## src/rtl/hpfd_div.sv

```systemverilog
// ----------------------------------------------------------------------------
// Pipelined fraction divider
// Quotient floor(num * 2^(QW-1) / den) for num <= den, one bit per stage.
// ----------------------------------------------------------------------------
module hpfd_div #(
  parameter int DW = 40,
  parameter int QW = 16
) (
  input  logic          clk_i,
  input  logic          en_i,
  input  logic [DW-1:0] num_i,
  input  logic [DW-1:0] den_i,
  output logic [QW-1:0] quo_o
);

  logic [DW:0]   rem_q [QW];
  logic [DW-1:0] den_q [QW];
  logic [QW-1:0] quo_q [QW];

  for (genvar s = 0; s < QW; s++) begin : g_stage
    logic [DW:0]   rem_in;
    logic [DW:0]   dif;
    logic [DW-1:0] den_in;
    logic [QW-1:0] quo_in;
    logic          ge;

    if (s == 0) begin : g_first
      assign rem_in = {1'b0, num_i};
      assign den_in = den_i;
      assign quo_in = '0;
    end else begin : g_next
      assign rem_in = rem_q[s-1];
      assign den_in = den_q[s-1];
      assign quo_in = quo_q[s-1];
    end

    // compare, subtract, shift the partial remainder
    assign ge  = (rem_in >= {1'b0, den_in});
    assign dif = ge ? (rem_in - {1'b0, den_in}) : rem_in;

    always_ff @(posedge clk_i) begin
      if (en_i) begin
        rem_q[s] <= dif << 1;
        den_q[s] <= den_in;
        quo_q[s] <= {quo_in[QW-2:0], ge};
      end
    end
  end

  assign quo_o = quo_q[QW-1];

endmodule

```

## config.mk

```make
export PLATFORM = sky130hd
export DESIGN_NAME = hpfd_div
export DESIGN_NICKNAME = d
export VERILOG_FILES = /design/src/rtl/hpfd_div.sv
export SDC_FILE = /design/constraint.sdc
export NUM_CORES = 2
export LEC_CHECK = 0
export BUFFER_PORTS_ARGS = -buffer_cell sky130_fd_sc_hd__buf_2
export CAP_MARGIN = 20
export CORE_MARGIN = 2
export CORE_UTILIZATION = 65
export DETAILED_ROUTE_END_ITERATION = 10
export PLACE_DENSITY = 0.85
export SETUP_SLACK_MARGIN = 0.15
export SYNTH_ARGS = -nofsm -noshare
export SYNTH_HDL_FRONTEND = slang
export SYNTH_SLANG_ARGS = --single-unit
```

## constraint.sdc

```tcl
create_clock -name clk_i -period 4.01 [get_ports clk_i]
set_input_delay 0.401 -clock clk_i [delete_from_list [all_inputs] [get_ports clk_i]]
set_output_delay 0.401 -clock clk_i [all_outputs]
set_load 0.1 [all_outputs]
```

; ---- After elaboration in Yosys (flattened, before gate mapping)
; Memories as Yosys holds them, arrays and structs flattened.
; Index checks and enable logic that the tools add are counted.
[classes]
add_sub_neg = 16
n_mul = 0
n_div = 0
magnitude_cmp = 16
n_eq_ne = 0
n_shift = 0
n_mux = 18
bitwise_logic = 0
reduce_logical = 0
[ops]
columns = op, count
row1 = 2-to-1 mux 40 bit, 16
row2 = subtractor 40 bit, 16
row3 = >= comparator 41 x 40 -> 1 bit, 15
row4 = >= comparator 40 bit, 1
row5 = 2-to-1 mux 1 bit, 2
[totals]
register_bits = 0
latchBits = 0
ram_bits = 1536
mem_bits_ro = 0
input_bits = 82
out_inout_bits = 16
n_memories = 3
[memory_table]
columns = name, depth, width, read_ports, rd_ports_with_merged_regs, wr, line
row1 = den_q, 16, 40, 15, 0, 16, 17  ; logic [DW-1:0] den_q [QW];
row2 = rem_q, 16, 40, 15, 0, 16, 16  ; logic [DW:0] rem_q [QW];
row3 = quo_q, 16, 16, 16, 0, 16, 18  ; logic [QW-1:0] quo_q [QW];

; ---- Logic depth before layout (Yosys ltp)
; An unclocked memory read counts as a cell.
[depth]
word_depth = 3
ltp_mapped = 16
mapped_depth_nobuf = 14

; ---- Least setup slack after synthesis
; OpenSTA, ideal clock, no wires.
[synth_path]
path_kind = in2reg
startpoint = in den_i[13]
endpoint = mem rem_q[0][34] in the netlist's numbering, data pin
arrival_time_ps = 3280
path_slack_ps = 470
cell_stages = 15
path_cell_list = inv_1 ha_1 buf_2 a21oi_2 o21a_1 o221ai_1 a211o_1 a2111oi_4 nor3b_1 nor3_1 nand2b_2 o21ai_2 a221oi_4 buf_6 mux2_2
[synth_rtl]
columns = item, line
row1 = from (decl), 12  ; input logic [DW-1:0] den_i,
row2 = to (decl), 16

==> Flow_metrics.wiki <==
{| class="wikitable"
! Metric !! Value
|-
| Type of the worst setup path || flip-flop to flip-flop
|-
| Reg power frac || 29.1%
|-
| Worst-path maximum fanout || 17
|-
| Endpoint kind of the worst setup timing path || flip-flop
|-
| Number of iterations in the first detailed-routing pass || 6
|-
| Synthesis warning total || 0
|-
| Horizontal die dimension || between 300 and 400 um
|-
| Data required time at the worst endpoint || 4.54 ns
|-
| Area fraction of the dominant cell type after synthesis || 49.7%
|-
| Simple-gate share of the synthesized area || under 10%
|-
| Worst reg-to-reg path cell count || 15
|-
| Share of final-layout standard cells stronger than drive strength 1 || 16.7%
|-
| CTS clock-pin slew for the worst setup and hold paths || 0.06 ns
|-
| Number of standard-cell rows in the floorplan || 129
|-
| Worst setup slack after layout || -0.145 ns
|-
| Origin of the critical flop-to-flop path || rem_q[0][80]
|-
| R2R Path End || rem_q[0][132]
|-
| Placer congestion estimate || 1.03
|-
| End of the worst hold path || quo_q[6][20]
|-
| Worst EP arrival || 4.68 ns
|-
| Most used flip-flop cell after synthesis || edfxtp_1
|-
| Switching portion of total power || around two fifths
|-
| Hold wc startpoint || en_i
|-
| GRT Resource Usage Total || 31.5%
|-
| Overall via count from detail_route || 60678
|-
| Largest family of logic cells by synthesized area || compound AO/OA/AOI/OAI gates
|-
| Final HPWL from detailed placement || ~150000 um
|-
| Post-route fraction of the period consumed by the critical path || 104%
|-
| Status || finished with violations
|-
| Number of nets still failing antenna checks after routing || 0
|-
| Psw || roughly 31 mW
|-
| Power share of the clock group || roughly 17%
|-
| Total power || slightly above 80 mW
|-
| Largest net degree at the start of global routing || 117
|-
| Number of enable flip-flop cells after synthesis || 1336
|-
| Overflow after GRT || 0
|-
| Antenna violations before repair || 2
|-
| Combinational share of power || 54.3%
|-
| Worst slew margin relative to its limit || 41.9%
|-
| Area share of fa/ha/maj cells after synthesis || 10.3%
|-
| H-tree depth reported by CTS || 4
|-
| Cts bufs inserted || approximately 140
|-
| Root Buffer || clkbuf_16
|-
| Count of clock tree sinks || 1336
|-
| RSZ-0062 raised after global routing || true
|-
| Starting DRC count in detailed routing || 4716
|-
| Largest cells by area after synthesis || edfxtp_1 (50%), ha_1 (9.9%), a21oi_1 (4.3%)
|-
| Starting density of the core || around 65%
|-
| Leakage || 40.0 nW
|-
| Growth of design area from synthesis to finish || 17.0%
|-
| Area of the mapped netlist || just over 80000 um^2
|-
| Final core area utilization || 76.5%
|-
| Portion of the post-synthesis area used by sequential elements || between 40% and 50%
|-
| Ratio of routed vias to standard cells || between 6 and 7
|-
| Xor and xnor area share after synthesis || 5.71%
|-
| NumNets Final || 8833
|-
| Hold violation total from the final report || 0
|-
| Worst-Skew Late Latency || 0.79 ns
|-
| Filler cell count in the final layout || 7517
|-
| R2R setup slack || -0.15 ns
|-
| Worst slack at placement || -0.415 ns
|-
| CTS tree || done
|-
| Post-route DRC || 0
|-
| Die outline height || 356 um
|-
| Max capacitance violation total || 0
|-
| Core area || 123000 um^2
|-
| Asr flop ratio synth || 0%
|-
| Number of buffers between clock root and the deepest sink || 3
|-
| DRT Wirelength || 212000 um
|-
| Critical Path Start Type || flip-flop
|-
| Post-synthesis compound-gate area fraction || between 15 and 20%
|-
| Port buffer count || 97
|-
| Io pins || 98
|-
| Violations in the final reports || negative setup slack
|-
| Total count of max-transition violations in the final report || 0
|-
| Transition at the pin with the smallest max-transition slack || just under 0.9 ns
|-
| Max Clk Rate || 241 MHz
|-
| Cell variety after synth || between 90 and 100
|-
| Post-synthesis cell count || about 7400
|-
| Largest area contributor in the synthesized netlist || edfxtp_1
|-
| Worst hold-check path type || primary input to flip-flop
|-
| Post-DR wirelength/cell || between 20 and 25 um
|-
| #FFs+latches synth || 1336
|-
| Max rail drop VDD || 0.631 mV
|-
| Final setup TNS || -3.30 ns
|-
| Multiplexer area fraction after synthesis || 4.40%
|-
| Number of global-route vias before repair || 61953
|-
| Global-route wire length before repair || 315000 um
|-
| Power per Cell Area || about 850 nW/um^2
|-
| Final Skew || 0.0334 ns
|-
| Floorplan die area || 127000 um^2
|-
| Mean instance size in the synthesized netlist || around 11 um^2
|-
| Internal Power || 49.3 mW
|-
| Post-synth net total || 8185
|-
| Min cycle time layout || 4.16 ns
|-
| Cell depth of the worst min-delay path || 1
|-
| Setup violators final || 34
|}
Yosys cell counts (16+ instances only):
library cell and number:
edfxtp_1 1336, inv_1 775, a21oi_1 692, ha_1 639, nand2_1 468, o21ai_0 448, nor2_1 421, a21o_1 326
xnor2_1 309, mux2_2 256, xor2_1 217, clkbuf_1 159, nand4_1 142, nand3_1 108, o21a_1 93, nor2b_1 82
o21bai_1 79, nand2b_1 77, nor3_1 70, a31oi_1 67, and3_1 66, buf_2 60, mux2_1 49, a211oi_1 46
o31ai_1 42, and2_1 27, o211ai_1 26, nor4_1 22, a21boi_0 20, o31a_1 19, a31o_2 16, and4_1 16
metal layers:
metal  GRT usage (%)  up-vias  wire [um]  share of wire, %
met5               0        -          0                 0
met4            23.4        0      18700               8.8
met3            3.80      888       8600               4.1
met2            62.2     2400     117000                55
met1            29.1    28867      67900                32
li1                -    28523          -                 -
cells by family after synthesis:
logic type	after synthesis
flip-flops	1336
AND/OR/NAND/NOR	1562
adder cells (fa/ha/maj)	654
multiplexers	317
AO/OA/AOI/OAI	2046
XOR/XNOR	526
buffers and inverters	1008
placed cells by master (no fill, tap or decap), types with 66 or more instances in the layout:
cell type	instances
xnor2_1	309
xor2_1	217
inv_1	772
nand2b_1	77
a21o_1	326
edfxtp_1	1336
ha_1	603
mux2_2	207
nand3_1	106
nor3_1	67
o21a_1	93
nand2_1	465
buf_4	472
o21ai_0	427
o21bai_1	79
dlygate4sd3_1	80
nand4_1	142
clkbuf_16	163
buf_2	96
nor2_1	409
nor2b_1	77
and3_1	66
a21oi_1	653
how the worst max path moves through the flow:
stage,from,end,slack [ns],cells past startpoint
CTS,rem_q[0][87],rem_q[0][131],0.07,16
global placement,rem_q[1][69],rem_q[1][95],-0.92,11
detailed placement,rem_q[1][69],rem_q[1][95],-0.42,11
finish,rem_q[0][80],rem_q[0][132],-0.15,15
global route,den_q[2][1],rem_q[0][136],-0.28,17
floorplan,den_i[13],rem_q[0][34],0.47,15
repair_timing:
item | CTS | global route
endpoints found under the hold margin | 80 | 0
buffers inserted | 33 | 55
gates resized for setup | 70 | 264
gates cloned | 5 | 19
hold buffers | 80 | 0
setup endpoints to repair | 372 | 517
pin swaps | 9 | 83
registers in the layout (all words and copies together), names as in the netlist:
| register | flops |
|---|---|
| den_q | 600 |
| quo_q | 136 |
| rem_q | 600 |
worst max-delay path, stage by stage, from the launching register on:
cell and delay [ns]:
edfxtp_1 0.50, ha_4 0.29, nor2b_4 0.13, o31a_1 0.32
o21ai_2 0.25, a211o_1 0.22, o211ai_1 0.28, a211oi_2 0.42
a211oi_2 0.17, o211ai_2 0.19, nand2_2 0.09, a211oi_4 0.20
buf_6 0.14, buf_4 0.11, buf_12 0.18, mux2_2 0.35
layout make-up:
class,instances,area [um^2],share of cell area [%]
sequential,1336,40100,42.5
multi-input combinational,5105,38100,40.3
timing repair buffer,735,6540,6.92
clock buffer,169,3720,3.94
inverter,776,2910,3.08
tap,1637,2050,2.17
clock inverter,92,992,1.05
antenna,1,2.50,0.00265
power groups by stage:
| stage | Combinational, mW | Sequential, mW | Clock [mW] |
|---|---|---|---|
| 2_1_floorplan | 27.2 | 22.7 | 0 |
| 3_3_place_gp | 37.1 | 23.4 | 0 |
| 3_5_place_dp | 38.2 | 23.5 | 0 |
| 4_1_cts | 39.8 | 23.3 | 13.5 |
| 5_1_grt | 47.1 | 23.8 | 14.0 |
| 6_report | 43.8 | 23.5 | 13.4 |
per-stage QoR:
step | instances | instance area, um^2 | hold WS, ns
6_report | 9851 | 94400 | 0.199
5_1_grt | 9850 | 94400 | 0.184
4_1_cts | 9775 | 92400 | 0.153
3_5_place_dp | 9396 | 86100 | 0.405
3_3_place_gp | 9396 | 86100 | 0.400
2_1_floorplan | 7449 | 80700 | 0.400
Power figures use the tool's default switching activity.
