==> src/rtl/hpfd_sqrt.sv <==
// ----------------------------------------------------------------------------
// Pipelined integer square root
// Floor square root, one result bit per register stage.
// ----------------------------------------------------------------------------
module hpfd_sqrt #(
  parameter int IN_W = 40
) (
  input  logic              clk_i,
  input  logic              en_i,
  input  logic [IN_W-1:0]   rad_i,
  output logic [IN_W/2-1:0] root_o
);

  localparam int OutW = IN_W / 2;
  localparam int RemW = OutW + 3;

  logic [RemW-1:0] rem_q  [OutW];
  logic [OutW-1:0] root_q [OutW];
  logic [IN_W-1:0] rad_q  [OutW];

  for (genvar s = 0; s < OutW; s++) begin : g_stage
    logic [RemW-1:0] rem_in;
    logic [RemW-1:0] cmb;
    logic [RemW-1:0] trial;
    logic [OutW-1:0] root_in;
    logic [IN_W-1:0] rad_in;
    logic            ge;

    if (s == 0) begin : g_first
      assign rem_in  = '0;
      assign root_in = '0;
      assign rad_in  = rad_i;
    end else begin : g_next
      assign rem_in  = rem_q[s-1];
      assign root_in = root_q[s-1];
      assign rad_in  = rad_q[s-1];
    end

    // bring down the next two radicand bits and try a one bit
    assign cmb   = {rem_in[RemW-3:0], rad_in[IN_W-1 -: 2]};
    assign trial = {1'b0, root_in, 2'b01};
    assign ge    = (cmb >= trial);

    always_ff @(posedge clk_i) begin
      if (en_i) begin
        rem_q[s]  <= ge ? (cmb - trial) : cmb;
        root_q[s] <= {root_in[OutW-2:0], ge};
        rad_q[s]  <= rad_in << 2;
      end
    end
  end

  assign root_o = root_q[OutW-1];

endmodule

==> config.mk <==
export PLATFORM = sky130hd
export DESIGN_NAME = hpfd_sqrt
export DESIGN_NICKNAME = d
export VERILOG_FILES = /design/src/rtl/hpfd_sqrt.sv
export SDC_FILE = /design/constraint.sdc
export NUM_CORES = 1
export LEC_CHECK = 0
export BUFFER_PORTS_ARGS = -buffer_cell sky130_fd_sc_hd__buf_2
export CAP_MARGIN = 5
export CORE_MARGIN = 2
export CORE_UTILIZATION = 57
export DETAILED_ROUTE_END_ITERATION = 12
export GPL_TIMING_DRIVEN = 0
export PLACE_DENSITY = 0.78
export SLEW_MARGIN = 20
export SYNTH_ARGS = -nofsm -noshare
export SYNTH_HDL_FRONTEND = slang
export SYNTH_SLANG_ARGS = --single-unit
==> constraint.sdc <==
create_clock -name clk_i -period 2.74 [get_ports clk_i]
set_clock_uncertainty 0.15 [all_clocks]
set_input_delay 0.548 -clock clk_i [delete_from_list [all_inputs] [get_ports clk_i]]
set_output_delay 0.548 -clock clk_i [all_outputs]
set_load 0.01 [all_outputs]
=== After elaboration in Yosys (flattened, before gate mapping) ===
Memories as Yosys holds them, arrays and structs flattened.
Index checks and enable logic that the tools add are counted.

* Register bits: 0
* Latch bits: 0
* RAM bits: 1,620
* Bits in read-only memories: 0
* Input bits: 42
* Output and inout port bits: 20
* Memories: 3

* Add/subtract/negate cells: 20
* $mul: 0
* Div/mod/pow operators: 0
* Order comparisons: 20
* Equal/unequal tests: 0
* Shift-type cells: 0
* Muxes and demuxes: 22
* Bitwise gates (word level): 0
* Reduce and logical (&&, ||, !) cells: 0

{| class="wikitable"
|+ Memories
! name !! words !! width !! rd ports !! clocked after Yosys merged registers in !! write ports !! RTL line !! RTL
|-
| rad_q || 20 || 38 || 19 || 0 || 20 || 19 || <nowiki>logic [IN_W-1:0] rad_q [OutW];</nowiki>
|-
| rem_q || 20 || 23 || 19 || 0 || 20 || 17 || <nowiki>logic [RemW-1:0] rem_q [OutW];</nowiki>
|-
| root_q || 20 || 20 || 20 || 0 || 20 || 18 || <nowiki>logic [OutW-1:0] root_q [OutW];</nowiki>
|}

{| class="wikitable"
|+ Operators by type and width
! cell !! number
|-
| $mux W23 || 20
|-
| $ge A23 B22 Y1 || 19
|-
| $sub A23 B22 Y23 || 19
|-
| $sub A2 B1 Y3 const B || 1
|-
| $ge A2 B1 Y1 const B || 1
|-
| $mux W1 || 2
|}

=== Depth between registers and ports, before layout ===
Gate-level depths: netlist of run 1.
An unclocked memory read counts as a cell.

* Word-level depth: 3
* Mapped depth: 12
* Depth with buffers taken out: 11

=== Least setup slack after synthesis of run 1 ===
No wires, ideal clock.

* Kind: reg-to-reg
* Start point: memory rem_q[16][8] in the netlist's numbering
* End point: memory rem_q[17][12] in the netlist's numbering, data pin
* Setup time: 0.260 ns
* Data arrival time: 2.486 ns
* Required time: 2.330 ns
* Path slack: -0.155 ns
* Cell stages (with the launch flop): 10
* Path buffers: 2
* Period minus slack after synthesis: 2.895 ns
* Cells stage by stage: edfxtp_1 ha_1 clkbuf_1 a21oi_1 o21ai_0 a211oi_1 o21bai_1 a311oi_1 buf_2 mux2_2

{| class="wikitable"
|+ RTL lines
! what !! RTL line
|-
| start, declared || 17
|}

==> results of run 1 <==
## layout make-up
cell class | instances | area [um2] | share of cell area
Sequential cell | 963 | 28900 | 0.541
Multi-Input combinational cell | 2103 | 16600 | 0.311
Clock buffer | 113 | 2470 | 0.0461
Timing Repair Buffer | 239 | 2080 | 0.0390
Tap cell | 1040 | 1300 | 0.0243
Inverter | 290 | 1100 | 0.0205
Clock inverter | 59 | 606 | 0.0113
Buffer | 42 | 370 | 0.00692
## per-layer routing
layer | global-route usage | wire length (um)
met1 | 0.285 | 37400
met2 | 0.336 | 42400
met3 | 0.0332 | 6260
met4 | 0.0646 | 2380
met5 | 0 | 0
## worst max-delay path: stages (launching register included)
cell      delay [ns]
edfxtp_1        0.44
inv_2           0.09
ha_4            0.23
a21oi_4         0.19
o21ai_2         0.08
a211oi_2        0.19
buf_4           0.17
o21bai_4        0.08
a311oi_4        0.41
buf_6           0.21
buf_6           0.12
a211oi_2        0.03
a21o_1          0.18
## cells in the mapped netlist (20+ instances only)
library cell	n
a211oi_1	22
a21o_1	44
a21oi_1	220
clkbuf_1	41
edfxtp_1	963
ha_1	231
inv_1	290
mux2_2	33
nand2_1	221
nand2b_1	50
nand3_1	45
nand4_1	35
nor2_1	214
nor2b_1	24
nor3_1	72
nor4_1	48
o21a_1	49
o21ai_0	198
o31ai_1	20
or3_1	43
or4_1	21
xnor2_1	143
xor2_1	145
## power breakdown
part	switching (mW)	internal, mW	leakage (nW)
clock network	5.39	7.46	1.49
logic	4.40	3.70	9.33
registers	1.07	18.4	9.22
total	10.9	29.6	20.0
## kinds of logic (layout without fill, tap and decap cells)
logic type	after synthesis	count (layout)
compound gates	695	695
xor+xnor	288	288
fa+ha+maj	231	231
buf+inv	350	743
flops	963	963
mux	37	37
other cells	1	1
simple gates	851	851
## registers in the layout, indices dropped and copies added, names as in the netlist
register	count
rem_q	373
rad_q	380
root_q	210
## how the worst max path moves through the flow
stage / from / depth (start not counted) / slack (ns) / to
2_1_floorplan: rem_q[16][8] / 9 / -0.07 / rem_q[17][12]
3_3_place_gp: en_i / 1 / -13.21 / rem_q[8][17]
3_5_place_dp: en_i / 5 / -1.22 / rem_q[8][17]
4_1_cts: rem_q[4][0] / 8 / -0.05 / rem_q[5][17]
5_1_grt: rem_q[16][8] / 11 / -0.16 / rem_q[17][4]
6_report: root_q[4][8] / 12 / -0.08 / rem_q[17][4]
## timing repair
action	4_1_cts	5_1_grt
buffers inserted	62	66
endpoints found under the hold margin	38	0
pin swaps	40	66
cloned	4	4
hold buffers	38	0
resized for setup	242	278
setup endpoints to repair	720	295
## per-stage QoR
| stage | hold WS (ns) | cell area (um2) |
|---|---|---|
| global placement | 0.250 | 46300 |
| global route | 0.0209 | 53500 |
| CTS | 0.000496 | 51700 |
| floorplan | 0.250 | 44600 |
| detailed placement | 0.255 | 46400 |
| finish | 0.0329 | 53500 |
==> results.py, run 1 <==
metrics = {
    "clock_tree": {
        "cts_buffers": 94,
        "h-tree-depth": 3,
        "path_clk_slew_ns": 0.07,
        "clock_sinks": 963,
        "cts-root-buf": "clkbuf_16",
        "cts_tree": "done",
        "clk_latency_ns": 0.66,
        "clockBufferDepth": 3,
    },
    "synthesis": {
        "synth_area_leader_cell": "edfxtp_1",
        "seq_area_frac_synth": 0.648,
        "synth_top_area_share": 0.648,
        "synth_flop_cell": "edfxtp_1",
        "muxShareOfSynthArea": 0.00923,
        "synth_top_family_by_area": "compound AO/OA/AOI/OAI gates",
        "synth_nets": 3689,
        "yosys.area_share.simple": 0.0949,
        "synthDistinctLibCells": 79,
        "synth-edff-count": 963,
        "synth-compound-area-share": 0.0963,
        "syn_area_per_cell_um2": 13.1,
        "ys.warnings.count": 0,
        "synthAdderAreaFrac": 0.0648,
        "synthCells": 3416,
        "synthTopCellsByArea": "edfxtp_1 (65%), ha_1 (6.5%), xor2_1 (2.8%)",
        "synth-xor-area-share": 0.0565,
        "synth_area_um2": 44600,
        "synth-seq-cells": 963,
        "synthArstFlopShare": 0,
    },
    "cells_and_area": {
        "drive_above_1_share": 0.190,
        "fin_util": 0.690,
        "nFillCells": 5025,
        "final_nets": 4006,
        "area_growth_syn_to_layout_pct": 19.9,
        "insertedDiodeCount": 0,
        "layout_common_cells": "edfxtp_1 (963), inv_1 (278), nand2_1 (219)",
        "final_common_cell": "edfxtp_1",
        "finalNonFillerCells": 4849,
    },
    "sta": {
        "rsz0062_at_grt": "true",
        "fin_crit_ns": 2.82,
        "setup_ws_ns": -0.0840,
        "slew_headroom": 0.465,
        "max_slew.worst_pin.slew_ns": 0.803,
        "hold_viol_final": 0,
        "setup_viol": 17,
        "fin_tns_setup_ns": -0.590,
        "slew_violations": 0,
        "min_period_over_period": 1.03,
        "clock.fmax_mhz": 354,
    },
    "run": {
        "drv_cap": 0,
    },
    "detailed_routing": {
        "vias": 28182,
        "drtPass1Iterations": 5,
        "routed_wl_um": 88400,
        "drc": 0,
        "viasPerCell": 5.81,
        "wl_per_cell_um": 18.2,
        "drtIter0Drc": 2619,
        "ant_nets": 0,
    },
    "pwr": {
        "p_leak_nw": 20.0,
        "power_mw": 40.4,
        "vdd_drop_max_mv": 0.614,
        "power.density_nw_per_um2": 756,
    },
    "die": {
        "core_um2": 77500,
        "die_x_um": 284,
        "rows": 102,
        "die_h_um": 284,
        "ios": 62,
        "die-area_um2": 80500,
        "start_util": 0.576,
    },
    "hold_path": {
        "hp-start": "rad_i[39]",
        "hold_depth": 2,
        "hp-class": "in2reg",
        "hold_end": "root_q[0][0]",
    },
    "critical_path": {
        "rr_worst_depth": 12,
        "reg2reg_slack_ns": -0.08,
        "worstSetupPathType": "reg2reg",
        "required_ns": 3.00,
        "cp-end-kind": "flop",
        "worstSetupStartpointType": "flop",
        "cp.arrival_ns": 3.09,
        "r2r-start": "root_q[4][8]",
        "cp_max_fo": 7,
        "rr_endpoint": "rem_q[17][4]",
    },
    "global_routing": {
        "antenna_found_initial": 1,
        "grt_max_degree": 166,
        "gr-total-overflow": 0,
        "grt_pass1_wl_um": 135000,
        "grt_usage": 0.206,
        "grt_pass1_vias": 26808,
    },
    "place": {
        "dp_cells": 4523,
        "gp_congestion": 0.900,
        "portBuffers": 61,
        "pre_cts_slack_ns": -1.22,
        "dp_hpwl_um": 54200,
    },
    "outcome": {
        "failed_checks": "negative setup slack",
        "run_status": "finished, violations left",
    },
}
No activity file was read; power rests on OpenSTA's default activity.
==> inputs of run 2 (changes only) <==
CORE_UTILIZATION = 40   (was 57)
PLACE_DENSITY = 0.59   (was 0.78)
==> results.py, run 2 (same netlist as run 1, synthesis figures left out) <==
metrics = {
    "cells_and_area": {
        "finalNonFillerCells": 5351,
        "area_growth_syn_to_layout_pct": 23.4,
        "largest_reg_flops": 380,
        "drive_above_1_share": 0.214,
        "largest-register": "rad_q",
        "largestRegisters": "rad_q x380, rem_q x373, root_q x210",
        "nFillCells": 9476,
        "fin_util": 0.498,
        "layout_common_cells": "edfxtp_1 (963), inv_1 (282), nand2_1 (203)",
        "final_common_cell": "edfxtp_1",
        "final_nets": 4058,
    },
    "pwr": {
        "power.density_nw_per_um2": 741,
        "vdd_drop_max_mv": 0.622,
        "p_leak_nw": 20.5,
    },
    "die": {
        "core_um2": 111000,
        "die-area_um2": 114000,
        "die_h_um": 338,
        "start_util": 0.403,
        "ios": 62,
        "die_x_um": 338,
        "rows": 122,
    },
    "critical_path": {
        "worstSetupPathType": "reg2reg",
        "rr_worst_depth": 9,
        "cpMostUsedCell": "buf_4",
        "critical_path.max_stage_delay_ns": 0.44,
        "cp.arrival_ns": 3.12,
        "cpMaxStageDelayCell": "edfxtp_1",
        "worstSetupStartpointType": "flop",
        "required_ns": 3.02,
        "r2r-start": "rem_q[16][0]",
        "rr_endpoint": "rem_q[17][12]",
        "cp_max_fo": 4,
        "reg2reg_slack_ns": -0.10,
        "crit_chain": "ha_4 -> nor2b_4 -> o31a_1 -> o32ai_4 -> o21a_1 -> buf_4 -> buf_4 -> xnor2_1 -> mux2_4",
        "cp-end-kind": "flop",
    },
    "detailed_routing": {
        "drtPass1Iterations": 5,
        "wl_per_cell_um": 16.4,
        "ant_nets": 0,
        "vias": 27401,
        "drtIter0Drc": 1973,
        "viasPerCell": 5.12,
        "routed_wl_um": 87600,
        "drc": 0,
    },
    "sta": {
        "setup_viol": 20,
        "hold_viol_final": 0,
        "setup_ws_ns": -0.104,
        "fin_crit_ns": 2.84,
        "rsz0062_at_grt": "true",
        "clock.fmax_mhz": 352,
        "slew_headroom": 0.476,
        "max_slew.worst_pin.slew_ns": 0.786,
        "min_period_over_period": 1.04,
        "slew_violations": 0,
    },
    "place": {
        "dp_cells": 4972,
        "gp_congestion": 0.884,
        "portBuffers": 61,
        "dp_hpwl_um": 56700,
    },
    "clock_tree": {
        "clockBufferDepth": 3,
        "clock_sinks": 963,
        "h-tree-depth": 3,
        "path_clk_slew_ns": 0.06,
        "cts_tree": "done",
        "cts-root-buf": "clkbuf_16",
        "clk_latency_ns": 0.67,
        "cts_buffers": 99,
    },
    "hold_path": {
        "hp-class": "in2reg",
        "hp-start": "en_i",
        "hold_end": "rad_q[0][0]",
        "hold_depth": 1,
    },
    "global_routing": {
        "top_usage_layer": "met2",
        "grt_pass1_vias": 26063,
        "grt_usage": 0.147,
        "use_met3": 0.0279,
        "met2_usage": 0.233,
        "grt_max_degree": 147,
        "gr-total-overflow": 0,
        "grt_util_met1": 0.203,
        "grt_pass1_wl_um": 135000,
        "antenna_found_initial": 1,
    },
    "outcome": {
        "failed_checks": "negative setup slack",
        "run_status": "finished, violations left",
    },
    "run": {
        "drv_cap": 0,
    },
}
==> run 2: cell count changes in the layout (fill, tap and decap cells not counted), moves of 9 or more <==
cell,previous run,this run
buf_4,131,152
o21ai_0,161,140
o21ai_2,10,27
nand2_1,219,203
a21oi_1,194,180
a21oi_2,19,32
buf_6,12,21
ha_4,60,69
==> run 2: final cells by class <==
class / instances / area, um2 / area share
Antenna cell: 1 / 2.50 / 0.0000454
Inverter: 290 / 1100 / 0.0200
Tap cell: 1488 / 1860 / 0.0338
Multi-Input combinational cell: 2103 / 17100 / 0.310
Sequential cell: 963 / 28900 / 0.525
Buffer: 42 / 427 / 0.00775
Timing Repair Buffer: 286 / 2600 / 0.0473
Clock inverter: 59 / 549 / 0.00998
Clock buffer: 119 / 2550 / 0.0464
==> run 2: power breakdown <==
group | internal, mW | leakage, nW | switching [mW] | total [mW]
Clock | 7.24 | 1.51 | 5.60 | 12.8
Sequential | 18.4 | 9.22 | 1.08 | 19.5
Combinational | 3.99 | 9.76 | 4.51 | 8.50
==> run 2: timing repair <==
action                                  CTS  global route
cloned                                    4             9
endpoints found under the setup margin  430           355
hold buffers                             41             0
buffers inserted                         66           101
pin swaps                                42           109
hold endpoints to repair                 41             0
resized for setup                       251           401
==> run 2: worst max path at each step <==
stage / from / end / slack (ns)
after global placement: en_i / rem_q[9][7] / -14.00
final: rem_q[16][0] / rem_q[17][12] / -0.10
after global routing: rem_q[2][5] / rem_q[3][18] / -0.17
after detailed placement: rem_q[14][0] / rem_q[15][14] / -1.23
after CTS: rem_q[16][0] / rem_q[17][16] / -0.04
after floorplan: rem_q[16][8] / rem_q[17][12] / -0.07
==> run 2: per-stage QoR <==
step	setup slack, ns	hold slack (ns)	setup TNS, ns	area [um2]	power (mW)
after global placement	-14.00	0.251	-	46800	26.5
after CTS	-0.0423	0.109	-0.0861	52300	39.9
after floorplan	-0.0715	0.250	-0.0715	44600	24.2
after global routing	-0.168	0.141	-6.25	55100	42.9
after detailed placement	-1.23	0.255	-483.01	47000	26.2
final	-0.104	0.127	-0.603	55100	40.8
==> run 2: critical path: cells and delay by family, from the launching register on <==
family,cells,cell delay (ns)
fa+ha+maj,1,0.29
buf+inv,2,0.23
flops,1,0.44
simple gates,1,0.13
mux,1,0.27
compound gates,3,1.04
xor+xnor,1,0.06
==> run 2: per-layer routing <==
metal  vias up  routed length [um]
li1      13428                   -
met1     13263               40600
met3       151                4470
met4         0                2140
met5         -                   0
met2       559               40400
